$ cat config.mk
export PLATFORM = sky130hd
export DESIGN_NAME = timer_table_with_periodic_reload_top
export DESIGN_NICKNAME = d
export VERILOG_FILES = /design/src/ttab_pkg.sv /design/src/ttab_front.sv /design/src/ttab_back.sv /design/src/timer_table_with_periodic_reload_top.sv
export SDC_FILE = /design/constraint.sdc
export NUM_CORES = 2
export LEC_CHECK = 0
export ABC_AREA = 1
export BUFFER_PORTS_ARGS = -buffer_cell sky130_fd_sc_hd__buf_2
export CORE_AREA = 2 2 626 628
export CTS_BUF_LIST = sky130_fd_sc_hd__clkbuf_16
export DETAILED_ROUTE_END_ITERATION = 16
export DIE_AREA = 0 0 628 630
export GPL_ROUTABILITY_DRIVEN = 0
export PLACE_DENSITY = 0.53
export SLEW_MARGIN = 15
export SYNTH_ARGS = -nofsm -noshare
export SYNTH_HDL_FRONTEND = slang
export SYNTH_SLANG_ARGS = --single-unit
$ cat constraint.sdc
create_clock -name clk -period 12.1 [get_ports clk]
set_clock_uncertainty 0.2 [all_clocks]
set_input_delay 0.605 -clock clk [delete_from_list [all_inputs] [get_ports clk]]
set_output_delay 0.605 -clock clk [all_outputs]
set_load 0.02 [all_outputs]
$ cat src/ttab_pkg.sv
// ----------------------------------------------------------------------------
// ttab_pkg
// shared types, codes and sizes of the timer table
// ----------------------------------------------------------------------------
package ttab_pkg;

  localparam int TIMERS    = 16;
  localparam int MAX_FIRES = 63;
  localparam int SLOT_W    = $clog2(TIMERS);
  localparam int FIRE_W    = 6;
  localparam int QDEPTH    = 2;
  localparam int QPTR_W    = 1;

  typedef enum logic [1:0] {
    OP_ADD    = 2'd0,
    OP_CANCEL = 2'd1,
    OP_TICK   = 2'd2,
    OP_QUERY  = 2'd3
  } op_t;

  typedef enum logic [2:0] {
    ST_ADDED    = 3'd0,
    ST_FULL     = 3'd1,
    ST_CANCELED = 3'd2,
    ST_NOTFOUND = 3'd3,
    ST_FIRED    = 3'd4,
    ST_DONE     = 3'd5,
    ST_REPORT   = 3'd6
  } status_t;

  typedef enum logic [2:0] {
    S_IDLE,
    S_ADD,
    S_CANCEL,
    S_SCAN,
    S_DECIDE
  } state_t;

  typedef struct packed {
    op_t         op;
    logic [47:0] expire;
    logic [31:0] interval;
    logic [31:0] cancel_id;
    logic [47:0] now;
  } cmd_t;

  // queue side of the link between front and back
  typedef struct packed {
    logic valid;
    cmd_t cmd;
  } qhead_t;

endpackage

$ cat src/ttab_front.sv
// ----------------------------------------------------------------------------
// ttab_front
// accepts command words, decodes the kind and queues them for the back end
// ----------------------------------------------------------------------------
module ttab_front import ttab_pkg::*; (
  input  logic        clk,
  input  logic        rst,
  input  logic        start,
  output logic        busy,
  input  logic [1:0]  kind,
  input  logic [47:0] expire_ms,
  input  logic [31:0] interval_ms,
  input  logic [31:0] cancel_id,
  input  logic [47:0] now_ms,
  output qhead_t      head,
  input  logic        pop
);

  cmd_t              q [QDEPTH];
  logic [QPTR_W-1:0] wr_ptr;
  logic [QPTR_W-1:0] rd_ptr;
  logic [QPTR_W:0]   count;
  logic              push;
  logic              do_pop;
  cmd_t              in_cmd;

  always_comb begin
    in_cmd.op        = op_t'(kind);
    in_cmd.expire    = expire_ms;
    in_cmd.interval  = interval_ms;
    in_cmd.cancel_id = cancel_id;
    in_cmd.now       = now_ms;
  end

  assign busy       = (count == (QPTR_W+1)'(QDEPTH));
  assign push       = start && !busy;
  assign do_pop     = pop && (count != '0);
  assign head.valid = (count != '0);
  assign head.cmd   = q[rd_ptr];

  always_ff @(posedge clk) begin
    if (push) begin
      q[wr_ptr] <= in_cmd;
    end
  end

  always_ff @(posedge clk) begin
    if (rst) begin
      wr_ptr <= '0;
      rd_ptr <= '0;
      count  <= '0;
    end else begin
      if (push) wr_ptr <= wr_ptr + 1'b1;
      if (do_pop) rd_ptr <= rd_ptr + 1'b1;
      count <= count + (QPTR_W+1)'(push) - (QPTR_W+1)'(do_pop);
    end
  end

  // a full queue stays full until a pop
  assert property (@(posedge clk) disable iff (rst)
    busy |=> (count == (QPTR_W+1)'(QDEPTH)) || $past(do_pop))
    else $error("queue count fell without a pop");
  assert property (@(posedge clk) disable iff (rst)
    (count == '0) |-> !head.valid)
    else $error("empty queue shows a head");
  assert property (@(posedge clk) disable iff (rst)
    (push && !do_pop) |=> count == $past(count) + 1'b1)
    else $error("push lost");

endmodule

$ cat src/ttab_back.sv
// ----------------------------------------------------------------------------
// ttab_back
// slot table and the sequencer that runs add, cancel, tick and query
// ----------------------------------------------------------------------------
module ttab_back import ttab_pkg::*; (
  input  logic         clk,
  input  logic         rst,
  input  qhead_t       head,
  output logic         pop,
  output logic         strobe,
  output logic [2:0]   status,
  output logic [31:0]  tmr_id,
  output logic [48:0]  next_timeout,
  output logic         more_pending,
  output logic         last
);

  logic [TIMERS-1:0] valid;
  logic [31:0]       id_mem  [TIMERS];
  logic [47:0]       exp_mem [TIMERS];
  logic [31:0]       per_mem [TIMERS];
  logic [31:0]       ord_mem [TIMERS];
  logic [31:0]       next_id;
  logic [31:0]       next_order;

  state_t            state, state_next;
  cmd_t              cur;
  logic [SLOT_W-1:0] idx;
  logic [FIRE_W-1:0] fire_cnt;

  logic              found;
  logic [SLOT_W-1:0] best_idx;
  logic [47:0]       best_exp;
  logic [31:0]       best_ord;
  logic [31:0]       best_per;
  logic [31:0]       best_id;

  logic              free_found;
  logic [SLOT_W-1:0] free_idx;
  logic              idx_last;
  logic              hit;
  logic              better;
  logic              expired;
  logic              fire;
  logic [48:0]       ttn;
  logic [48:0]       reload_sum;
  logic [47:0]       reload_exp;
  logic [31:0]       id_inc;

  logic              emit;
  status_t           e_status;
  logic [31:0]       e_id;
  logic [48:0]       e_nt;
  logic              e_more;
  logic              e_last;

  // first free slot
  always_comb begin
    free_found = 1'b0;
    free_idx   = '0;
    for (int i = TIMERS-1; i >= 0; i--) begin
      if (!valid[i]) begin
        free_found = 1'b1;
        free_idx   = SLOT_W'(i);
      end
    end
  end

  assign idx_last = (idx == SLOT_W'(TIMERS-1));
  assign hit      = valid[idx] && (id_mem[idx] == cur.cancel_id) && (cur.cancel_id != '0);
  assign better   = valid[idx] && (!found || (exp_mem[idx] < best_exp) ||
                    ((exp_mem[idx] == best_exp) && (ord_mem[idx] < best_ord)));
  assign expired  = found && (best_exp <= cur.now);
  assign fire     = (cur.op == OP_TICK) && expired && (fire_cnt != FIRE_W'(MAX_FIRES));

  always_comb begin
    if (!found) ttn = '1;
    else if (best_exp > cur.now) ttn = {1'b0, best_exp - cur.now};
    else ttn = '0;
  end

  assign reload_sum = {1'b0, best_exp} + 49'(best_per);
  assign reload_exp = reload_sum[48] ? '1 : reload_sum[47:0];
  assign id_inc     = (next_id + 32'd1 == '0) ? 32'd1 : next_id + 32'd1;
  assign pop        = (state == S_IDLE) && head.valid;

  // next state
  always_comb begin
    state_next = state;
    case (state)
      S_IDLE: begin
        if (head.valid) begin
          case (head.cmd.op)
            OP_ADD:    state_next = S_ADD;
            OP_CANCEL: state_next = S_CANCEL;
            default:   state_next = S_SCAN;
          endcase
        end
      end
      S_ADD:    state_next = S_IDLE;
      S_CANCEL: if (hit || idx_last) state_next = S_IDLE;
      S_SCAN:   if (idx_last) state_next = S_DECIDE;
      S_DECIDE: state_next = fire ? S_SCAN : S_IDLE;
      default:  state_next = S_IDLE;
    endcase
  end

  // result words
  always_comb begin
    emit     = 1'b0;
    e_status = ST_ADDED;
    e_id     = '0;
    e_nt     = '0;
    e_more   = 1'b0;
    e_last   = 1'b1;
    case (state)
      S_ADD: begin
        emit = 1'b1;
        if (free_found) e_id = next_id;
        else e_status = ST_FULL;
      end
      S_CANCEL: begin
        if (hit) begin
          emit     = 1'b1;
          e_status = ST_CANCELED;
          e_id     = cur.cancel_id;
        end else if (idx_last) begin
          emit     = 1'b1;
          e_status = ST_NOTFOUND;
        end
      end
      S_DECIDE: begin
        emit = 1'b1;
        if (fire) begin
          e_status = ST_FIRED;
          e_id     = best_id;
          e_last   = 1'b0;
        end else begin
          e_status = (cur.op == OP_TICK) ? ST_DONE : ST_REPORT;
          e_nt     = ttn;
          e_more   = (cur.op == OP_TICK) && expired;
        end
      end
      default: emit = 1'b0;
    endcase
  end

  // slot payload
  always_ff @(posedge clk) begin
    if (state == S_ADD && free_found) begin
      id_mem[free_idx]  <= next_id;
      exp_mem[free_idx] <= cur.expire;
      per_mem[free_idx] <= cur.interval;
      ord_mem[free_idx] <= next_order;
    end else if (state == S_DECIDE && fire && best_per != '0) begin
      exp_mem[best_idx] <= reload_exp;
      ord_mem[best_idx] <= next_order;
    end
  end

  always_ff @(posedge clk) begin
    if (pop) cur <= head.cmd;
    if (state == S_SCAN && better) begin
      best_idx <= idx;
      best_exp <= exp_mem[idx];
      best_ord <= ord_mem[idx];
      best_per <= per_mem[idx];
      best_id  <= id_mem[idx];
    end
    status       <= e_status;
    tmr_id       <= e_id;
    next_timeout <= e_nt;
    more_pending <= e_more;
    last         <= e_last;
  end

  always_ff @(posedge clk) begin
    if (rst) begin
      state      <= S_IDLE;
      valid      <= '0;
      next_id    <= 32'd1;
      next_order <= '0;
      idx        <= '0;
      fire_cnt   <= '0;
      found      <= 1'b0;
      strobe     <= 1'b0;
    end else begin
      state  <= state_next;
      strobe <= emit;
      case (state)
        S_IDLE: begin
          idx      <= '0;
          found    <= 1'b0;
          fire_cnt <= '0;
        end
        S_ADD: begin
          if (free_found) begin
            valid[free_idx] <= 1'b1;
            next_id         <= id_inc;
            next_order      <= next_order + 32'd1;
          end
        end
        S_CANCEL: begin
          if (hit) valid[idx] <= 1'b0;
          idx <= idx + 1'b1;
        end
        S_SCAN: begin
          if (better) found <= 1'b1;
          idx <= idx + 1'b1;
        end
        S_DECIDE: begin
          idx   <= '0;
          found <= 1'b0;
          if (fire) begin
            fire_cnt <= fire_cnt + 1'b1;
            if (best_per != '0) next_order <= next_order + 32'd1;
            else valid[best_idx] <= 1'b0;
          end
        end
        default: idx <= '0;
      endcase
    end
  end

  assert property (@(posedge clk) disable iff (rst)
    fire_cnt <= FIRE_W'(MAX_FIRES))
    else $error("fire count beyond limit");
  assert property (@(posedge clk) disable iff (rst)
    (state == S_ADD && free_found) |=> valid[$past(free_idx)])
    else $error("added slot not marked valid");
  assert property (@(posedge clk) disable iff (rst)
    (state == S_DECIDE && fire) |=> state == S_SCAN && idx == '0 && !found)
    else $error("rescan not restarted after a fire");

endmodule

$ cat src/timer_table_with_periodic_reload_top.sv
// ----------------------------------------------------------------------------
// timer_table_with_periodic_reload_top
// software timer table with one-shot and periodic timers
// ----------------------------------------------------------------------------
// add answers from its own state, cancel scans to a hit or the end, query scans all
// a tick gives a word after each full scan, and every fire starts a new scan
// throughput is set by the sequential slot scan in the back end, one slot a cycle
// a two-word command queue lets the next command in while a scan runs
// result words appear for one cycle on strobe; the receiver cannot stall them
// synchronous reset empties the table, next id 1, order counter 0
module timer_table_with_periodic_reload_top import ttab_pkg::*; (
  input  logic        clk,
  input  logic        rst,
  input  logic        start,
  output logic        busy,
  input  logic [1:0]  kind,
  input  logic [47:0] expire_ms,
  input  logic [31:0] interval_ms,
  input  logic [31:0] cancel_id,
  input  logic [47:0] now_ms,
  output logic        strobe,
  output logic [2:0]  status,
  output logic [31:0] tmr_id,
  output logic [48:0] next_timeout,
  output logic        more_pending,
  output logic        last
);

  // queue head handed from front to back
  qhead_t head;
  logic   pop;

  // front: accepts and decodes command words
  ttab_front u_front (
    .clk         (clk),
    .rst         (rst),
    .start       (start),
    .busy        (busy),
    .kind        (kind),
    .expire_ms   (expire_ms),
    .interval_ms (interval_ms),
    .cancel_id   (cancel_id),
    .now_ms      (now_ms),
    .head        (head),
    .pop         (pop)
  );

  // back: slot table, scans and result words
  ttab_back u_back (
    .clk          (clk),
    .rst          (rst),
    .head         (head),
    .pop          (pop),
    .strobe       (strobe),
    .status       (status),
    .tmr_id       (tmr_id),
    .next_timeout (next_timeout),
    .more_pending (more_pending),
    .last         (last)
  );

endmodule

Word level (Yosys, flattened, before mapping)
Memory sizes are Yosys's and may differ from the RTL's. A register that Yosys moved wholly into a read port is not among the register bits.
Index checks and enable logic that the tools add are counted.
{"block": "word_totals", "in_bits": 165, "mem_bits_rw": 2628, "register_bits": 463, "mem_count": 5, "output_inout_bits": 88, "elab_cells": 219}
{"block": "op_classes", "order_cmp": 10, "addsub": 10, "eq_ne": 20, "n_reduce_logical": 44, "bitwise": 6, "muxes": 99}
{"name": "u_back.exp_mem", "words": 16, "word_bits": 48, "read_ports": 1, "rd_ports_with_merged_regs": 1, "wr": 1, "line_no": "ttab_back.sv:20", "source": "logic [47:0] exp_mem [TIMERS];"}
{"name": "u_back.id_mem", "words": 16, "word_bits": 32, "read_ports": 1, "rd_ports_with_merged_regs": 1, "wr": 1, "line_no": "ttab_back.sv:19", "source": "logic [31:0] id_mem [TIMERS];"}
{"name": "u_back.ord_mem", "words": 16, "word_bits": 32, "read_ports": 1, "rd_ports_with_merged_regs": 1, "wr": 1, "line_no": "ttab_back.sv:22", "source": "logic [31:0] ord_mem [TIMERS];"}
{"name": "u_back.per_mem", "words": 16, "word_bits": 32, "read_ports": 1, "rd_ports_with_merged_regs": 1, "wr": 1, "line_no": "ttab_back.sv:21", "source": "logic [31:0] per_mem [TIMERS];"}
{"name": "u_front.q", "words": 2, "word_bits": 162, "read_ports": 1, "rd_ports_with_merged_regs": 1, "wr": 1, "line_no": "ttab_front.sv:19", "source": "cmd_t q [QDEPTH];"}
{"op": "$mux W32", "n": 8}
{"op": "$mux W48", "n": 3}
{"op": "$mux W4", "n": 24}
{"op": "$pmux W32 S3", "n": 1}
{"op": "$add A32 B1 Y32 const B", "n": 2}
{"op": "$mux W16", "n": 4}
{"op": "$pmux W32 S2", "n": 1}
{"op": "$reduce_bool A32 Y1", "n": 2}
{"op": "$add A48 B32 Y49", "n": 1}
{"op": "$mux W49", "n": 1}
{"op": "$eq A48 B48 Y1", "n": 1}
{"op": "$gt A48 B48 Y1", "n": 1}
{"op": "$le A48 B48 Y1", "n": 1}
{"op": "$lt A48 B48 Y1", "n": 1}
{"op": "$pmux W16 S3", "n": 1}
{"op": "$reduce_or A48 Y1", "n": 1}
{"op": "$sub A48 B48 Y48", "n": 1}
{"op": "$mux W1", "n": 36}
{"op": "$and A16 B16 Y16", "n": 2}
{"op": "$eq A32 B32 Y1", "n": 1}
{"op": "$logic_not A32 Y1", "n": 1}
{"op": "$lt A32 B32 Y1", "n": 1}
{"op": "$not A16 Y16", "n": 2}
{"op": "$reduce_or A32 Y1", "n": 1}
{"op": "other kinds (41)", "n": 91}

Logic depth before layout (Yosys ltp)
{"block": "depth", "ltp_word": 23, "ltp_mapped": 27, "ltp_nobuf": 21}

Hierarchy
From an unflattened synthesis, not the netlist that was laid out.
{"block": "unflattened", "cells_unflattened": 10219, "hier_area_um2": 128308.1}
{"module": "ttab_back", "n_inst": 1, "area_each_um2": 116050.1, "seq_area_each_um2": 82198.8, "cells_each": 9676}
{"module": "ttab_front", "n_inst": 1, "area_each_um2": 12258.0, "seq_area_each_um2": 9829.4, "cells_each": 543}

Worst setup path before layout
Ideal clock, no wire load.
{"block": "synth_timing", "path_kind": "register to register", "start": "register u_back.state[0]", "end": "register u_front.count[1]", "required_time_ns": 11.830, "slack_ns": 1.425, "arrival_time_ns": 10.405, "setup_ns": 0.070, "path_stages_with_launch": 12, "cell_sequence": "dfxtp_1 -> nor2_1 -> inv_1 -> nor2_1 -> inv_1 -> a21oi_1 -> ha_1 -> inv_1 -> ha_1 -> xor2_1 -> o21ai_0 -> a21oi_1"}
{"block": "synth_via", "elab_chain_len": 4}
{"item": "start, declared", "line_no": "ttab_back.sv:26", "source": "state_t state, state_next;"}
{"item": "start signal, assigned", "line_no": "ttab_back.sv:188", "source": "state <= state_next;"}
{"item": "$logic_not A3 Y1", "line_no": "ttab_back.sv:85", "source": "assign pop = (state == S_IDLE) && head.valid;"}
{"item": "$logic_and A1 B1 Y1", "line_no": "ttab_back.sv:85"}
{"item": "net pop", "line_no": "timer_table_with_periodic_reload_top.sv:31", "source": "logic pop;"}
{"item": "$logic_and A1 B1 Y1", "line_no": "ttab_front.sv:37", "source": "assign do_pop = pop && (count != '0);"}
{"item": "$sub A2 B1 Y2", "line_no": "ttab_front.sv:55", "source": "count <= count + (QPTR_W+1)'(push) - (QPTR_W+1)'(do_pop);"}
{"item": "end signal, assigned", "line_no": "ttab_front.sv:55"}
{"item": "end, declared", "line_no": "ttab_front.sv:22", "source": "logic [QPTR_W:0] count;"}
The timed path passes the listed nets, and every way through them passes these cells.
A chain may end at the register's enable or synchronous reset.

==> results by group <==
Clocking
  • CTS tree: yes
  • CTS root buf: sky130_fd_sc_hd__clkbuf_16
  • Clock sink total: 3128
  • Worst skew pair latency: 930 ps
  • Max Root-Sink Buffers: 4
  • Number of buffers created by CTS: 332
  • H-tree Lvls: 5
  • Post-CTS setup buffer count: 0
  • Clock transition at the registers of the reported paths: 60 ps
  • # resized after CTS: 0

STA
  • Final Max Tran Viols: 0
  • Fin crit share: 66.7%
  • Relative max-transition margin: 19.3%
  • Upper clock frequency limit: 124 MHz
  • Setup repair after global routing missed its margin: no
  • Actual transition at the worst max-transition pin: 1210 ps
  • Setup TNS Final: 0 ps
  • Clock period minus worst slack: 8070 ps
  • Least setup slack across all paths after layout: 4030 ps
  • Endpoints failing setup: 0
  • Final Hold Fails: 0

Floorplanning
  • Width of the die: 628 um
  • Initial standard-cell utilization of the core: 32.9%
  • Site row count: 229
  • Floorplan core area: 0.388 sq mm
  • Full die area: 0.396 sq mm
  • Height of the chip: 630 um
  • Number of ports placed on the die boundary: 253

Place
  • Number of instances in the placed design: 15.2k
  • Buffers added on ports: 252
  • Cell area after placement: 0.135 sq mm
  • HPWL after DPL: 216 mm
  • Setup slack after placement: 4260 ps

Setup path
  • Data arrival time at the worst-slack endpoint: 8400 ps
  • Count of cells along the worst register-to-register path: 19
  • Reg2reg setup slack: 4030 ps
  • Peak fanout along the critical path: 218
  • Worst R2R End: u_back.best_id[26]
  • Kind of launch point of the worst setup path: flip-flop
  • Element type at the critical path end: flip-flop
  • WP data required: 12440 ps
  • Type of the setup path with the least slack: reg2reg

Synthesis
  • Commonest cells in the netlist: 2938 x sky130_fd_sc_hd__edfxtp_1, 1508 x sky130_fd_sc_hd__nor2_1, 1189 x sky130_fd_sc_hd__o21ai_0
  • Net Count, Synth: 10.5k
  • Most used DFF post-synth: sky130_fd_sc_hd__edfxtp_1
  • Number of storage elements in the synthesis netlist: 3128
  • Synth area leaders: sky130_fd_sc_hd__edfxtp_1 69%, sky130_fd_sc_hd__o21ai_0 4.7%, sky130_fd_sc_hd__nor2_1 4.4%
  • Most area-hungry cell type in the Yosys netlist: sky130_fd_sc_hd__edfxtp_1
  • Syn Std Cell Area: 0.128 sq mm
  • Most frequently used cell type in the post-synthesis netlist: sky130_fd_sc_hd__edfxtp_1
  • Count of flip-flops with a built-in enable after synthesis: 2938
  • Share of flip-flops with an asynchronous set or reset: 0%
  • Sequential fraction of the synthesis area: 72.1%
  • Average footprint of a synthesized cell: 12.6 sq um
  • Number of synthesis warnings: 0
  • Synthesized instance count: 10.1k
  • Fraction of post-synthesis cell area in the top cell type by area: 69.1%
  • Number of different library cells in the post-synthesis netlist: 55

Detailed routing
  • Post-Route WL: 382 mm
  • Number of detailed-routing iterations run before antenna repair: 6
  • Post-route ant nets: 0
  • Routed wirelength normalized by instance count: 24.0 um
  • Total number of vias: 84.3k
  • Starting DRT DRC Count: 9035
  • Vias per inst: 5.29
  • Number of DRC violations after detailed routing: 0

Job
  • Number of max-cap violations: 0

Final layout
  • Number of nets in the final layout: 10.8k
  • Layout area overhead: 15.1%
  • Layout Cell Area excl Fill: 0.147 sq mm
  • Non-filler instance count after layout: 15.9k
  • Share of layout cells above drive strength 1: 10.3%

Power and ir drop
  • Sequential group share of total power: 46.9%
  • Net Switching: 9.09 mW
  • Leakage power summed over all cells: 49.9 nW
  • Clock network fraction of design power: 33.0%
  • Internal power component: 20.3 mW
  • Maximum ir drop on the vdd rail: 150 uV
  • Combinational Power Share: 20.2%
  • Power consumption: 29.4 mW
  • P per Cell Area: 200 mW/mm^2
  • Sw Ratio: 30.9%

GRT
  • Overflow left after global routing: 0
  • Number of global-route vias before repair: 81.6k
  • Overall track demand over capacity in global routing: 18.6%
  • First-pass GRT wire length: 556 mm
  • Largest net degree at the start of global routing: 219
  • Number of antenna violations at the first check in global routing: 26

Status
  • Outcome: finished, final reports clean

Hold path
  • WHS Endpoint: u_back.next_id[18]
  • Cell depth of the worst hold path: 2
  • Hold path startpoint: rst
  • Type of the worst min-delay path: in2reg
state kept, by name (all words and copies together) (netlist names), 32 cells and up, named ones only:
name and cells:
u_back.per_mem 512, u_back.best_per 32, u_back.best_id 32, u_back.exp_mem 768, u_back.next_timeout 49, u_back.next_order 32, u_back.cur 162, u_back.ord_mem 512
u_back.next_id 32, u_back.best_ord 32, u_back.tmr_id 32, u_back.best_exp 48, u_back.id_mem 512, u_front.q 324
layer usage:
layer  vias to the layer above  wire length [um]  global-route usage, %  share of wire, %
li1                      37900                 -                      -                 -
met2                      3176            186000                   31.6                49
met1                     42600            163000                   25.4                43
met3                       583             23300                   1.89               6.1
met5                         -                23                      0            0.0060
met4                         4             10200                   5.02               2.7
cell type report:
class / count / area (sq um)
fillers: 36700 / 241000
flip-flops and latches: 3128 / 92100
clock buffers: 338 / 8460
well taps: 5197 / 6500
multi-input cells: 5965 / 31900
inverters: 488 / 1870
diodes: 9 / 22.5
repair buffers: 566 / 4250
clock inverters: 252 / 1840
through the flow:
stage / utilization [%] / hold slack, ps
after floorplan: - / 206
after global placement: 34.7 / 227
after detailed placement: 34.7 / 235
after CTS: 37.8 / 52.5
after global routing: 37.8 / 130
final: 37.8 / 106
logic make-up after synthesis:
kind of cell	Yosys count	synth area share, %
simple gates	3248	10.4
xor+xnor	107	0.734
compound gates	2279	10.5
buf+inv	1040	3.21
fa+ha+maj	170	1.68
mux	161	1.42
flops	3128	72.1
how the worst max path moves through the flow:
stage                               start                 end  slack, ps  cells past startpoint
after floorplan           u_back.state[0]    u_front.count[1]       1420                     11
after global placement          flip-flop  u_back.best_id[13]       4310                     18
after detailed placement        flip-flop  u_back.best_id[20]       4260                     18
after CTS                       flip-flop   u_back.best_id[1]       4220                     18
after global routing            flip-flop  u_back.best_id[26]       3730                     19
final                           flip-flop  u_back.best_id[26]       4030                     19
critical path, cell delays in order (launching register included):
cell and delay [ps]:
sky130_fd_sc_hd__dfxtp_4 990, sky130_fd_sc_hd__inv_8 240, sky130_fd_sc_hd__buf_16 340, sky130_fd_sc_hd__buf_12 370, sky130_fd_sc_hd__o21ai_0 390, sky130_fd_sc_hd__o221ai_1 150
sky130_fd_sc_hd__nand3_1 180, sky130_fd_sc_hd__nand2_1 160, sky130_fd_sc_hd__ha_1 340, sky130_fd_sc_hd__nand2_1 50, sky130_fd_sc_hd__nor2_1 250, sky130_fd_sc_hd__nand2_1 170
sky130_fd_sc_hd__nor4_1 650, sky130_fd_sc_hd__nand2_1 360, sky130_fd_sc_hd__nor4_1 310, sky130_fd_sc_hd__nand2_1 100, sky130_fd_sc_hd__nand2_1 70, sky130_fd_sc_hd__nand2_1 140
sky130_fd_sc_hd__inv_8 710, sky130_fd_sc_hd__buf_4 820
layout by cell type (no fill, tap or decap), drive strengths merged, types with 3 or more instances in the layout:
cell,count
edfxtp,2938
nor2,1513
o21ai,1260
nand2,1082
inv,567
nand3,430
buf,404
clkbuf,338
a21oi,258
o221ai,253
o22ai,194
dfxtp,190
o211ai,170
ha,168
dlygate4sd3,162
mux2,161
clkinv,149
nand4,85
nor3,75
xor2,67
xnor2,40
nor4,35
a2bb2oi,31
o21a,26
a31oi,25
a22oi,19
bufinv,17
and3,10
diode,9
nand3b,8
a211oi,8
o21bai,7
clkinvlp,7
a21o,5
nor3b,5
o31ai,5
o2111ai,4
a21boi,4
or2,4
a31o,3
power by group through the flow:
stage	Clock (mW)	Combinational (mW)	Sequential (mW)
floorplan	0	4.00	13.8
global placement	0	5.78	14.0
detailed placement	0	5.86	14.0
CTS	9.88	5.94	13.8
global route	10.3	6.57	13.9
finish	9.70	5.93	13.8
what timing repair did:
item | CTS | global route
hold buffers | 162 | 0
hold endpoints to repair | 324 | 0
setup endpoints to repair | 0 | 0
Power figures use the tool's default switching activity.
